**src/rtl/core/cab_pkg.sv**
```systemverilog
// Package for the clipped alpha image blit core: widths, codes and register
// indexes shared by the core. No dependencies.
`default_nettype none

package cab_pkg;

  localparam int MAX_DIM = 4096;
  localparam int DIM_W   = 13;
  localparam int ADDR_W  = 24;
  localparam int PIX_W   = 24;
  localparam int CFG_W   = 13;
  localparam int IDX_W   = 3;

  localparam logic [1:0] FMT_BGRA = 2'd0;
  localparam logic [1:0] FMT_RGB  = 2'd1;

  typedef enum logic {
    CMD_START = 1'b0,
    CMD_PIXEL = 1'b1
  } cmd_t;

  typedef enum logic {
    KIND_STATUS = 1'b0,
    KIND_PIXEL  = 1'b1
  } kind_t;

  typedef enum logic [1:0] {
    ST_OK         = 2'd0,
    ST_EMPTY      = 2'd1,
    ST_BAD_FORMAT = 2'd2
  } status_t;

  typedef enum logic [IDX_W-1:0] {
    REG_WINDOW_WIDTH  = 3'd0,
    REG_WINDOW_HEIGHT = 3'd1,
    REG_BORDER_LEFT   = 3'd2,
    REG_BORDER_TOP    = 3'd3,
    REG_IMAGE_WIDTH   = 3'd4,
    REG_IMAGE_HEIGHT  = 3'd5,
    REG_IMAGE_FORMAT  = 3'd6
  } reg_idx_t;

endpackage

`default_nettype wire

```
**src/rtl/core/clipped_alpha_image_blit_core.sv**
```systemverilog
// Clipped alpha image blit core: rectangle clipping, raster walk and BGRA/RGB
// pixel blend into 24-bit framebuffer writes. Depends on cab_pkg.
// An accepted input word passes through an input register and then a result
// register, the two stages. Throughput: one input word per cycle unless
// stalled; both are held while a result is pending and out_stall is high.
// Reset (rst_n low, synchronous): idle, no result pending, registers at
// their documented reset values.
`default_nettype none

module clipped_alpha_image_blit_core
  import cab_pkg::*;
(
  input  wire logic                clk,
  input  wire logic                rst_n,

  input  wire logic                cfg_we,
  input  wire logic [IDX_W-1:0]    cfg_index,
  input  wire logic [CFG_W-1:0]    cfg_data,

  input  wire logic                in_valid,
  output logic                     in_stall,
  input  wire logic                in_cmd,
  input  wire logic [DIM_W-1:0]    in_rect_x,
  input  wire logic [DIM_W-1:0]    in_rect_y,
  input  wire logic [DIM_W-1:0]    in_rect_w,
  input  wire logic [DIM_W-1:0]    in_rect_h,
  input  wire logic [7:0]          in_byte0,
  input  wire logic [7:0]          in_byte1,
  input  wire logic [7:0]          in_byte2,
  input  wire logic [7:0]          in_byte3,
  input  wire logic [PIX_W-1:0]    in_dest_pixel,

  output logic                     out_valid,
  input  wire logic                out_stall,
  output logic                     out_kind,
  output logic                     out_write_enable,
  output logic [ADDR_W-1:0]        out_address,
  output logic [PIX_W-1:0]         out_pixel_value,
  output logic [DIM_W-1:0]         out_clipped_w,
  output logic [DIM_W-1:0]         out_clipped_h,
  output logic [1:0]               out_status,
  output logic                     out_last
);

  function automatic logic [7:0] blend(input logic [7:0] o, input logic [7:0] n,
                                       input logic [7:0] a);
    logic [15:0] acc;
    logic [15:0] q;
    logic [8:0]  avg;
    begin
      acc = 16'(o * (8'hFF - a)) + 16'(n * a);
      q   = 16'((17'(acc) + 17'd1 + 17'(acc[15:8])) >> 8);
      avg = {1'b0, o} + {1'b0, n};
      if (a == 8'hFF) begin
        blend = n;
      end else if (a == 8'h80) begin
        blend = avg[8:1];
      end else begin
        blend = q[7:0];
      end
    end
  endfunction

  // configuration
  logic [DIM_W-1:0] win_w_r, win_h_r, img_w_r, img_h_r;
  logic [7:0]       bord_l_r, bord_t_r;
  logic [1:0]       img_fmt_r;

  always_ff @(posedge clk) begin
    if (!rst_n) begin
      win_w_r   <= DIM_W'(640);
      win_h_r   <= DIM_W'(480);
      bord_l_r  <= '0;
      bord_t_r  <= '0;
      img_w_r   <= DIM_W'(1);
      img_h_r   <= DIM_W'(1);
      img_fmt_r <= FMT_BGRA;
    end else if (cfg_we) begin
      case (reg_idx_t'(cfg_index))
        REG_WINDOW_WIDTH:  win_w_r   <= cfg_data;
        REG_WINDOW_HEIGHT: win_h_r   <= cfg_data;
        REG_BORDER_LEFT:   bord_l_r  <= cfg_data[7:0];
        REG_BORDER_TOP:    bord_t_r  <= cfg_data[7:0];
        REG_IMAGE_WIDTH:   img_w_r   <= cfg_data;
        REG_IMAGE_HEIGHT:  img_h_r   <= cfg_data;
        REG_IMAGE_FORMAT:  img_fmt_r <= cfg_data[1:0];
        default: ;
      endcase
    end
  end

  // input stage
  logic             s1_valid_r;
  logic             s1_cmd_r;
  logic [DIM_W-1:0] s1_x_r, s1_y_r, s1_w_r, s1_h_r;
  logic [7:0]       s1_b0_r, s1_b1_r, s1_b2_r, s1_b3_r;
  logic [PIX_W-1:0] s1_dp_r;

  logic advance;
  logic s1_load;

  assign advance  = !out_valid || !out_stall;
  assign in_stall = s1_valid_r && !advance;
  assign s1_load  = in_valid && !in_stall;

  always_ff @(posedge clk) begin
    if (!rst_n) begin
      s1_valid_r <= 1'b0;
    end else if (s1_load) begin
      s1_valid_r <= 1'b1;
    end else if (advance) begin
      s1_valid_r <= 1'b0;
    end
  end

  always_ff @(posedge clk) begin
    if (s1_load) begin
      s1_cmd_r <= in_cmd;
      s1_x_r   <= in_rect_x;
      s1_y_r   <= in_rect_y;
      s1_w_r   <= in_rect_w;
      s1_h_r   <= in_rect_h;
      s1_b0_r  <= in_byte0;
      s1_b1_r  <= in_byte1;
      s1_b2_r  <= in_byte2;
      s1_b3_r  <= in_byte3;
      s1_dp_r  <= in_dest_pixel;
    end
  end

  // blit state
  logic              busy_r, busy_nxt;
  logic [DIM_W-1:0]  org_r, org_nxt;
  logic [ADDR_W-1:0] row_base_r, row_base_nxt;
  logic [DIM_W-1:0]  wl_r, wl_nxt, hl_r, hl_nxt;
  logic [DIM_W-1:0]  col_r, col_nxt, row_r, row_nxt;

  // start path
  logic signed [DIM_W+1:0] x_s, y_s, ww_s, wh_s;
  logic                    outside;
  logic [DIM_W-1:0]        w_a, h_a, w_c, h_c;
  logic [DIM_W:0]          sum_w, sum_h;
  logic                    empty;
  status_t                 st;
  logic [2*DIM_W-1:0]      y_prod;

  always_comb begin
    x_s  = $signed({{2{s1_x_r[DIM_W-1]}}, s1_x_r}) + $signed({7'd0, bord_l_r});
    y_s  = $signed({{2{s1_y_r[DIM_W-1]}}, s1_y_r}) + $signed({7'd0, bord_t_r});
    ww_s = $signed({2'b00, win_w_r});
    wh_s = $signed({2'b00, win_h_r});
    outside = (x_s < 0) || (y_s < 0) || (x_s >= ww_s) || (y_s >= wh_s);
    w_a = (s1_w_r > img_w_r) ? img_w_r : s1_w_r;
    h_a = (s1_h_r > img_h_r) ? img_h_r : s1_h_r;
    sum_w = {1'b0, x_s[DIM_W-1:0]} + {1'b0, w_a};
    sum_h = {1'b0, y_s[DIM_W-1:0]} + {1'b0, h_a};
    w_c = (sum_w > {1'b0, win_w_r}) ? (win_w_r - x_s[DIM_W-1:0]) : w_a;
    h_c = (sum_h > {1'b0, win_h_r}) ? (win_h_r - y_s[DIM_W-1:0]) : h_a;
    empty = outside || (w_c == '0) || (h_c == '0);
    if (empty) begin
      st = ST_EMPTY;
    end else if (img_fmt_r != FMT_BGRA && img_fmt_r != FMT_RGB) begin
      st = ST_BAD_FORMAT;
    end else begin
      st = ST_OK;
    end
    y_prod = y_s[DIM_W-1:0] * win_w_r;
  end

  // pixel path
  logic [DIM_W-1:0]  iw_eff;
  logic              in_region, fin, wrap;
  logic [DIM_W-1:0]  col_inc, row_inc;
  logic [ADDR_W-1:0] addr;
  logic [PIX_W-1:0]  pix;
  logic              we;

  always_comb begin
    if (img_w_r == '0) begin
      iw_eff = DIM_W'(1);
    end else if (img_w_r > DIM_W'(MAX_DIM)) begin
      iw_eff = DIM_W'(MAX_DIM);
    end else begin
      iw_eff = img_w_r;
    end
    in_region = (col_r < wl_r) && (row_r < hl_r);
    fin = (col_r == wl_r - 1'b1) && (row_r == hl_r - 1'b1);
    col_inc = col_r + 1'b1;
    row_inc = row_r + 1'b1;
    wrap = col_inc >= iw_eff;
    addr = row_base_r + ADDR_W'(org_r) + ADDR_W'(col_r);
    we = 1'b1;
    if (img_fmt_r == FMT_RGB) begin
      pix = {s1_b0_r, s1_b1_r, s1_b2_r};
    end else if (s1_b3_r == 8'h00) begin
      we  = 1'b0;
      pix = s1_dp_r;
    end else begin
      pix = {blend(s1_dp_r[23:16], s1_b2_r, s1_b3_r),
             blend(s1_dp_r[15:8],  s1_b1_r, s1_b3_r),
             blend(s1_dp_r[7:0],   s1_b0_r, s1_b3_r)};
    end
  end

  logic s1_fire;
  assign s1_fire = s1_valid_r && advance;

  always_comb begin
    busy_nxt     = busy_r;
    org_nxt      = org_r;
    row_base_nxt = row_base_r;
    wl_nxt       = wl_r;
    hl_nxt       = hl_r;
    col_nxt      = col_r;
    row_nxt      = row_r;
    if (s1_fire) begin
      if (cmd_t'(s1_cmd_r) == CMD_START) begin
        busy_nxt = (st == ST_OK);
        if (st == ST_OK) begin
          org_nxt      = x_s[DIM_W-1:0];
          row_base_nxt = y_prod[ADDR_W-1:0];
          wl_nxt       = w_c;
          hl_nxt       = h_c;
          col_nxt      = '0;
          row_nxt      = '0;
        end
      end else if (busy_r) begin
        if (in_region && fin) begin
          busy_nxt = 1'b0;
        end else if (wrap) begin
          col_nxt      = '0;
          row_nxt      = row_inc;
          row_base_nxt = row_base_r + ADDR_W'(win_w_r);
          if (row_inc >= hl_r) begin
            busy_nxt = 1'b0;
          end
        end else begin
          col_nxt = col_inc;
        end
      end
    end
  end

  always_ff @(posedge clk) begin
    if (!rst_n) begin
      busy_r     <= 1'b0;
      org_r      <= '0;
      row_base_r <= '0;
      wl_r       <= '0;
      hl_r       <= '0;
      col_r      <= '0;
      row_r      <= '0;
    end else begin
      busy_r     <= busy_nxt;
      org_r      <= org_nxt;
      row_base_r <= row_base_nxt;
      wl_r       <= wl_nxt;
      hl_r       <= hl_nxt;
      col_r      <= col_nxt;
      row_r      <= row_nxt;
    end
  end

  // result stage
  logic              out_valid_r, out_valid_nxt;
  kind_t             kind_r, kind_nxt;
  logic              we_r, we_nxt;
  logic [ADDR_W-1:0] addr_r, addr_nxt;
  logic [PIX_W-1:0]  pix_r, pix_nxt;
  logic [DIM_W-1:0]  cw_r, cw_nxt, ch_r, ch_nxt;
  status_t           st_r, st_nxt;
  logic              last_r, last_nxt;

  always_comb begin
    out_valid_nxt = 1'b0;
    kind_nxt      = KIND_STATUS;
    we_nxt        = 1'b0;
    addr_nxt      = '0;
    pix_nxt       = '0;
    cw_nxt        = '0;
    ch_nxt        = '0;
    st_nxt        = ST_OK;
    last_nxt      = 1'b0;
    if (cmd_t'(s1_cmd_r) == CMD_START) begin
      out_valid_nxt = s1_valid_r;
      st_nxt        = st;
      if (!empty) begin
        cw_nxt = w_c;
        ch_nxt = h_c;
      end
    end else begin
      out_valid_nxt = s1_valid_r && busy_r && in_region;
      kind_nxt      = KIND_PIXEL;
      we_nxt        = we;
      addr_nxt      = addr;
      pix_nxt       = pix;
      cw_nxt        = wl_r;
      ch_nxt        = hl_r;
      last_nxt      = fin;
    end
  end

  always_ff @(posedge clk) begin
    if (!rst_n) begin
      out_valid_r <= 1'b0;
    end else if (advance) begin
      out_valid_r <= out_valid_nxt;
    end
  end

  always_ff @(posedge clk) begin
    if (advance) begin
      kind_r <= kind_nxt;
      we_r   <= we_nxt;
      addr_r <= addr_nxt;
      pix_r  <= pix_nxt;
      cw_r   <= cw_nxt;
      ch_r   <= ch_nxt;
      st_r   <= st_nxt;
      last_r <= last_nxt;
    end
  end

  assign out_valid        = out_valid_r;
  assign out_kind         = kind_r;
  assign out_write_enable = we_r;
  assign out_address      = addr_r;
  assign out_pixel_value  = pix_r;
  assign out_clipped_w    = cw_r;
  assign out_clipped_h    = ch_r;
  assign out_status       = st_r;
  assign out_last         = last_r;

endmodule

`default_nettype wire
```
**config.mk**
```make
export PLATFORM = sky130hd
export DESIGN_NAME = clipped_alpha_image_blit_core
export DESIGN_NICKNAME = d
export VERILOG_FILES = /design/src/rtl/core/cab_pkg.sv /design/src/rtl/core/clipped_alpha_image_blit_core.sv
export SDC_FILE = /design/constraint.sdc
export NUM_CORES = 2
export LEC_CHECK = 0
export BUFFER_PORTS_ARGS = -buffer_cell sky130_fd_sc_hd__buf_2
export CORE_AREA = 2 2 331 333
export CTS_BUF_LIST = sky130_fd_sc_hd__clkbuf_2
export CTS_CLUSTER_DIAMETER = 150
export CTS_CLUSTER_SIZE = 40
export DETAILED_ROUTE_END_ITERATION = 12
export DIE_AREA = 0 0 333 335
export GPL_TIMING_DRIVEN = 0
export MAX_ROUTING_LAYER = met4
export PLACE_DENSITY_LB_ADDON = 0.3
export SLEW_MARGIN = 10
export SYNTH_ARGS = -nofsm -noshare
export SYNTH_HDL_FRONTEND = slang
export SYNTH_SLANG_ARGS = --single-unit
export TNS_END_PERCENT = 20
```
**constraint.sdc**
```tcl
create_clock -name clk -period 7.88 [get_ports clk]
set_input_delay 0.394 -clock clk [delete_from_list [all_inputs] [get_ports clk]]
set_output_delay 0.394 -clock clk [all_outputs]
set_load 0.005 [all_outputs]
```
Yosys cells after proc, flatten, opt, wreduce, memory -nomap -nowiden. Cells that the tools add are included.

Output and inout bits: 81. Input port bits: 130. Logic and storage cells: 179. Register bits after elaboration: 350.

Bitwise gates (word level): 1. Magnitude comparators: 13. $mul: 7. $add $sub $neg: 26. Reduce and logical (&&, ||, !) cells: 38. Equal/unequal tests: 15. Muxes and demuxes: 45.

Operators by type and width (count): 13-bit two-way mux (19); 24-bit two-way mux (7); 24-bit by 13-bit adder with 24-bit output (3); 16-bit by 1-bit adder with 16-bit output, second input constant (3); 16-bit adder (3); 16-bit by 8-bit adder with 16-bit output (3); 8-bit by 8-bit multiplier with 16-bit output (3); 8-bit two-way mux (6); 13-bit logical NOT (3); 8-bit by 16-bit multiplier with 16-bit output (2); 13-bit by 13-bit adder with 14-bit output (2); 13-bit by 9-bit adder with 14-bit output (2); 14-bit >= comparator (2); 14-bit by 13-bit > comparator with 1-bit output (2); 14-bit by 1-bit less-than comparator with 1-bit output, second input constant (2); 8-bit by 8-bit adder with 9-bit output (3); 13-bit by 1-bit adder with 13-bit output, second input constant (2); 13-bit equality test (2); 13-bit >= comparator (2); 13-bit > comparator (2); 13-bit less-than comparator (2); 13-bit by 1-bit subtractor with 13-bit output, second input constant (2); 13-bit subtractor (2); 13-bit by 13-bit multiplier with 24-bit output (1); 24 further kinds (65).

Logic depth before layout (Yosys ltp).
Word-level depth: 12. Gate-level depth with buffers: 37. Mapped depth without buffers: 33.

Least setup slack after synthesis. Ideal clock, no wire load.

Kind: input to register. Start: input port out_stall. End: register s1_b0_r[0], enable pin. Stages on the path: 3. Arrival time: 7.245 ns. Setup time: 0.588 ns. Path buffers: 0. Required time: 7.292 ns. Slack: 0.046 ns. Cells stage by stage: nand2_1 nor2_1 nor2b_1.

Longest elaborated chain between the ends: 6.

RTL lines: start, declared (line clipped_alpha_image_blit_core.sv:34) `input wire logic out_stall,`; 1-bit logical NOT (line clipped_alpha_image_blit_core.sv:102) `assign advance = !out_valid || !out_stall;`; 1-bit logical OR (line clipped_alpha_image_blit_core.sv:102); 1-bit logical NOT (line clipped_alpha_image_blit_core.sv:103) `assign in_stall = s1_valid_r && !advance;`; 1-bit logical AND (line clipped_alpha_image_blit_core.sv:103); via in_stall (line clipped_alpha_image_blit_core.sv:21) `output logic in_stall,`; 1-bit logical NOT (line clipped_alpha_image_blit_core.sv:104) `assign s1_load = in_valid && !in_stall;`; 1-bit logical AND (line clipped_alpha_image_blit_core.sv:104); via s1_load (line clipped_alpha_image_blit_core.sv:100) `logic s1_load;`; end signal, assigned (line clipped_alpha_image_blit_core.sv:123) `s1_b0_r <= in_byte0;`; end, declared (line clipped_alpha_image_blit_core.sv:96) `logic [7:0] s1_b0_r, s1_b1_r, s1_b2_r, s1_b3_r;`.

The timed path passes the listed nets, and every way through them passes these cells. A chain may end at the register's enable or synchronous reset.

Worst setup path after layout.
Start: register s1_b3_r[4]. End: register pix_r[4], in the netlist out_pixel_value[4] (data pin).

Longest elaborated chain between the ends: 9. Elaborated cells on any way between the ends: 13. Those cells by class: add/sub: 4; mul: 2; eq/ne: 2; mux: 4; reduce/logical: 1.

RTL lines: start, declared (line clipped_alpha_image_blit_core.sv:96); start signal, assigned (line clipped_alpha_image_blit_core.sv:126) `s1_b3_r <= in_byte3;`; 8-bit by 8-bit subtractor with 9-bit output (line clipped_alpha_image_blit_core.sv:51) `acc = 16'(o * (8'hFF - a)) + 16'(n * a);`; 9-bit by 9-bit multiplier with 16-bit output (line clipped_alpha_image_blit_core.sv:51); 16-bit adder (line clipped_alpha_image_blit_core.sv:51); 16-bit by 1-bit adder with 16-bit output (line clipped_alpha_image_blit_core.sv:52) `q = 16'((17'(acc) + 17'd1 + 17'(acc[15:8])) >> 8);`; 16-bit by 8-bit adder with 16-bit output (line clipped_alpha_image_blit_core.sv:52); 8-bit two-way mux (line clipped_alpha_image_blit_core.sv:56) `end else if (a == 8'h80) begin`; 8-bit two-way mux (line clipped_alpha_image_blit_core.sv:54) `if (a == 8'hFF) begin`; 24-bit two-way mux * (line clipped_alpha_image_blit_core.sv:195) `end else if (s1_b3_r == 8'h00) begin`; 24-bit two-way mux * (line clipped_alpha_image_blit_core.sv:193) `if (img_fmt_r == FMT_RGB) begin`; end signal, assigned (line clipped_alpha_image_blit_core.sv:316) `pix_r <= pix_nxt;`; end, declared (line clipped_alpha_image_blit_core.sv:269) `logic [PIX_W-1:0] pix_r, pix_nxt;`.

Every way passes the cells marked *; elsewhere a longest branch is shown, timed or not.

==> load_flow_metrics.sql <==
INSERT INTO impl_metrics (metric_group, metric, value, unit) VALUES
('run_status', 'status', 'complete, but fails checks', ''),
('run_status', 'violations_in_the_final_reports', 'negative setup slack', ''),
('finish', 'post_layout_util', '48.3', '%'),
('clocking', 'clock_tree.htree_level_count', '1', ''),
('detailed_routing', 'number_of_drc_violations_after_detailed_routing', '0', ''),
('detailed_routing', 'routed-via-count', '38616', ''),
('yosys', 'synth_top_area_share', '19.6', '%'),
('floorplan', 'rows', '121', ''),
('grt', 'globalRouteOverflowTotal', '0', ''),
('grt', 'gr-usage-all-layers', '28.1', '%'),
('timing', 'finalSetupViolations', '6', ''),
('worst_setup_path', 'critPathMaxStageDelay', '560', 'ps'),
('detailed_routing', 'avgViaCountPerCell', '5.51', ''),
('timing', 'post-route-min-period', '7960', 'ps'),
('finish', 'fin_nets', '6651', ''),
('placed_design', 'gp_routability_congestion', '0.961', ''),
('floorplan', 'die_width', '333', 'microns'),
('floorplan', 'ports', '211', ''),
('yosys', 'synth_seq_cells', '350', ''),
('worst_setup_path', 'critical_path.slowest_cell', 'fa_1', ''),
('worst_setup_path', 'crit_path_frequent_cell', 'fa_1', ''),
('detailed_routing', 'drt_first_iter_violations', '3296', ''),
('placed_design', 'dp.final_hpwl', '119', 'mm'),
('worst_setup_path', 'setup.worst_path.end', 'out_pixel_value[4]', ''),
('timing', 'worst_slack', '-83.9', 'ps'),
('placed_design', 'placed_cell_area', '46900', 'sq um'),
('detailed_routing', 'number_of_nets_still_failing_antenna_checks_after_routing', '0', ''),
('grt', 'grt_pass1_vias', '38326', ''),
('yosys', 'synth_area_leader_cell', 'fa_1', ''),
('finish', 'instances_no_fill', '7002', ''),
('timing', 'final_hold_viol_count', '0', ''),
('clocking', 'max-clock-path-buffers', '3', ''),
('detailed_routing', 'finalWirelength', '154', 'mm'),
('worst_setup_path', 'cp_data_required_time', '9090', 'ps'),
('grt', 'grt_start_max_net_pins', '46', ''),
('finish', 'layout_fillers', '10239', ''),
('timing', 'post_route_skew', '412', 'ps'),
('timing', 'timing.slew.headroom', '8.55', '%'),
('timing', 'tightestPinTransition', '1370', 'ps'),
('yosys', 'postSynthAreaPerCell', '8.83', 'sq um'),
('timing', 'unrepaired_setup_endpoints_after_global_routing', 'true', ''),
('worst_setup_path', 'path_buf_inv', '5', ''),
('detailed_routing', 'routed_wire_length_per_instance', '22.0', 'microns'),
('worst_setup_path', 'crit_path_max_fanout', '10', ''),
('timing', 'slew_violations', '0', ''),
('clocking', 'cts_root_buffer', 'clkbuf_2', ''),
('pwr', 'power.total', '0.0228', 'W'),
('clocking', 'clock_sinks', '350', ''),
('grt', 'antenna_found_initial', '9', ''),
('yosys', 'post_synthesis_async_set_or_reset_flop_share', '0', '%'),
('worst_setup_path', 'cp_data_arrival_time', '9180', 'ps'),
('yosys', 'post_synth_edffs', '188', ''),
('clocking', 'clkSlewWorstSetupHoldPaths', '730', 'ps'),
('placed_design', 'port-buffer-count', '210', ''),
('pwr', 'power-per-cell-area', '437', 'nW/um^2'),
('floorplan', 'initial_core_util', '40.7', '%'),
('yosys', 'synth_cell_type_count', '101', ''),
('worst_setup_path', 'worst-path-stages', '27', ''),
('yosys', 'yosys_warnings', '0', ''),
('timing', 'maxClockFrequency', '0.126', 'GHz'),
('worst_setup_path', 'startpoint_of_the_lowest_slack_register_to_register_path', 's1_b3_r[4]', ''),
('clocking', 'cts_tree', 'built', ''),
('yosys', 'synth_cells', '4981', ''),
('yosys', 'share_of_the_yosys_chip_area_belonging_to_registers', '20.2', '%'),
('detailed_routing', 'detailedRoute.firstPassIterationCount', '6', ''),
('clocking', 'insertion_delay', '1480', 'ps'),
('worst_setup_path', 'rr_endpoint', 'out_pixel_value[4]', ''),
('run', 'cap_viol_max_count', '0', ''),
('worst_hold_path', 'hold_path.class', 'input port to register', ''),
('finish', 'area_growth_syn_to_layout', '18.7', '%'),
('clocking', 'number_of_cts_inserted_buffers', '19', '');
flip-flops by register name (all words and copies together) (netlist names), 13 cells and up:
signal,count
out_address,24
out_pixel_value,24
row_base_r,24
s1_dp_r,24
col_r,13
hl_r,13
img_h_r,13
img_w_r,13
org_r,13
out_clipped_h,13
out_clipped_w,13
row_r,13
s1_h_r,13
s1_w_r,13
s1_x_r,13
s1_y_r,13
win_h_r,13
win_w_r,13
wl_r,13
synth_stat cells, types with 45 or more instances:
cell type / number
a21oi_1: 248
nand2_1: 499
and2_1: 166
clkbuf_1: 162
nor2_1: 280
nor3_1: 71
o31ai_1: 47
fa_1: 431
a211oi_1: 45
xor2_1: 69
mux2i_1: 76
dfxtp_1: 162
inv_1: 763
xnor2_1: 139
nand3_1: 84
nand2b_1: 120
ha_1: 520
edfxtp_1: 188
nor2b_1: 144
o21ai_0: 139
metal layers:
| metal | vias to the layer above | track usage, % | wire length (microns) |
|---|---|---|---|
| li1 | 17756 | - | - |
| met5 | - | - | 0 |
| met2 | 1496 | 45.0 | 70700 |
| met3 | 327 | 3.89 | 11600 |
| met1 | 19037 | 36.0 | 64700 |
| met4 | 0 | 10.8 | 7290 |
area by class of cell:
type,instances,area (sq um),area share [%]
Antenna cell,5,12.5,0.0240
Buffer,188,1220,2.33
Clock buffer,20,100,0.192
Clock inverter,14,275,0.527
Inverter,765,2870,5.50
Multi-Input combinational cell,3671,32400,62.1
Sequential cell,350,8910,17.1
Tap cell,1414,1770,3.39
Timing Repair Buffer,575,4630,8.86
cells by family (layout without fill, tap and decap cells):
logic type,after synthesis,count (layout),share of synthesized area [%]
compound gates,815,815,12.2
xor+xnor,210,210,4.24
fa+ha+maj,952,952,34.4
buf+inv,962,1562,8.44
flops,350,350,20.2
mux,98,98,2.29
other cells,1,8,0.00853
simple gates,1593,1593,18.2
layout by cell type (no fill, tap or decap), types with 21 or more instances in the layout:
| master | n |
|---|---|
| and2_1 | 163 |
| a21oi_1 | 234 |
| nor2b_1 | 142 |
| buf_2 | 223 |
| o211ai_1 | 29 |
| and3_1 | 38 |
| nand3_1 | 80 |
| inv_1 | 761 |
| o21ai_0 | 128 |
| clkbuf_2 | 33 |
| nor3_1 | 65 |
| clkbuf_1 | 103 |
| edfxtp_1 | 188 |
| a21o_1 | 41 |
| mux2_2 | 21 |
| o31ai_1 | 28 |
| a31oi_1 | 24 |
| mux2i_1 | 73 |
| buf_4 | 74 |
| a211oi_1 | 38 |
| fa_1 | 430 |
| ha_1 | 508 |
| nand2_1 | 496 |
| xnor2_1 | 129 |
| nor4_1 | 25 |
| nand2b_1 | 118 |
| dlygate4sd3_1 | 282 |
| nor2_1 | 274 |
| o21a_1 | 38 |
| dfxtp_1 | 154 |
| or2_2 | 31 |
| nand4_1 | 41 |
| xor2_1 | 62 |
| or3_1 | 23 |
worst min path at each step:
stage / startpoint / endpoint / slack [ps] / cells after the start
6_report: out_stall / out_clipped_h[11] / 70 / 3
5_1_grt: in_cmd / s1_cmd_r / -10 / 3
3_5_place_dp: win_h_r[12] / win_h_r[12] / 450 / 2
3_3_place_gp: win_h_r[12] / win_h_r[12] / 440 / 2
2_1_floorplan: img_h_r[11] / img_h_r[11] / 440 / 2
4_1_cts: out_stall / out_clipped_h[11] / 3 / 3
metrics by stage:
step | setup TNS [ps] | hold slack, ps | worst slack (ps)
floorplan | 0 | 436 | 46.1
global placement | -693830 | 445 | -5030
detailed placement | -169700 | 452 | -2080
CTS | -83.4 | 3.38 | -46.1
global route | -3300 | -10.6 | -287
finish | -262 | 74.8 | -83.9
worst min-delay path, cell delays in order:
cell	delay [ps]
dlygate4sd3_1	520
buf_2	130
nand2_4	280
power breakdown:
group | leakage (nW) | switching, W | internal (W)
registers | 3.31 | 0.0000977 | 0.00224
logic | 20.4 | 0.0113 | 0.00825
clock network | 0.203 | 0.000808 | 0.000169
what timing repair did:
item	4_1_cts	5_1_grt
hold buffers	282	0
gates cloned	1	2
hold endpoints to repair	444	0
pin swaps	32	61
buffers inserted	37	38
endpoints found under the setup margin	142	140
gates resized for setup	214	131
(Power assumes the default switching activity.)
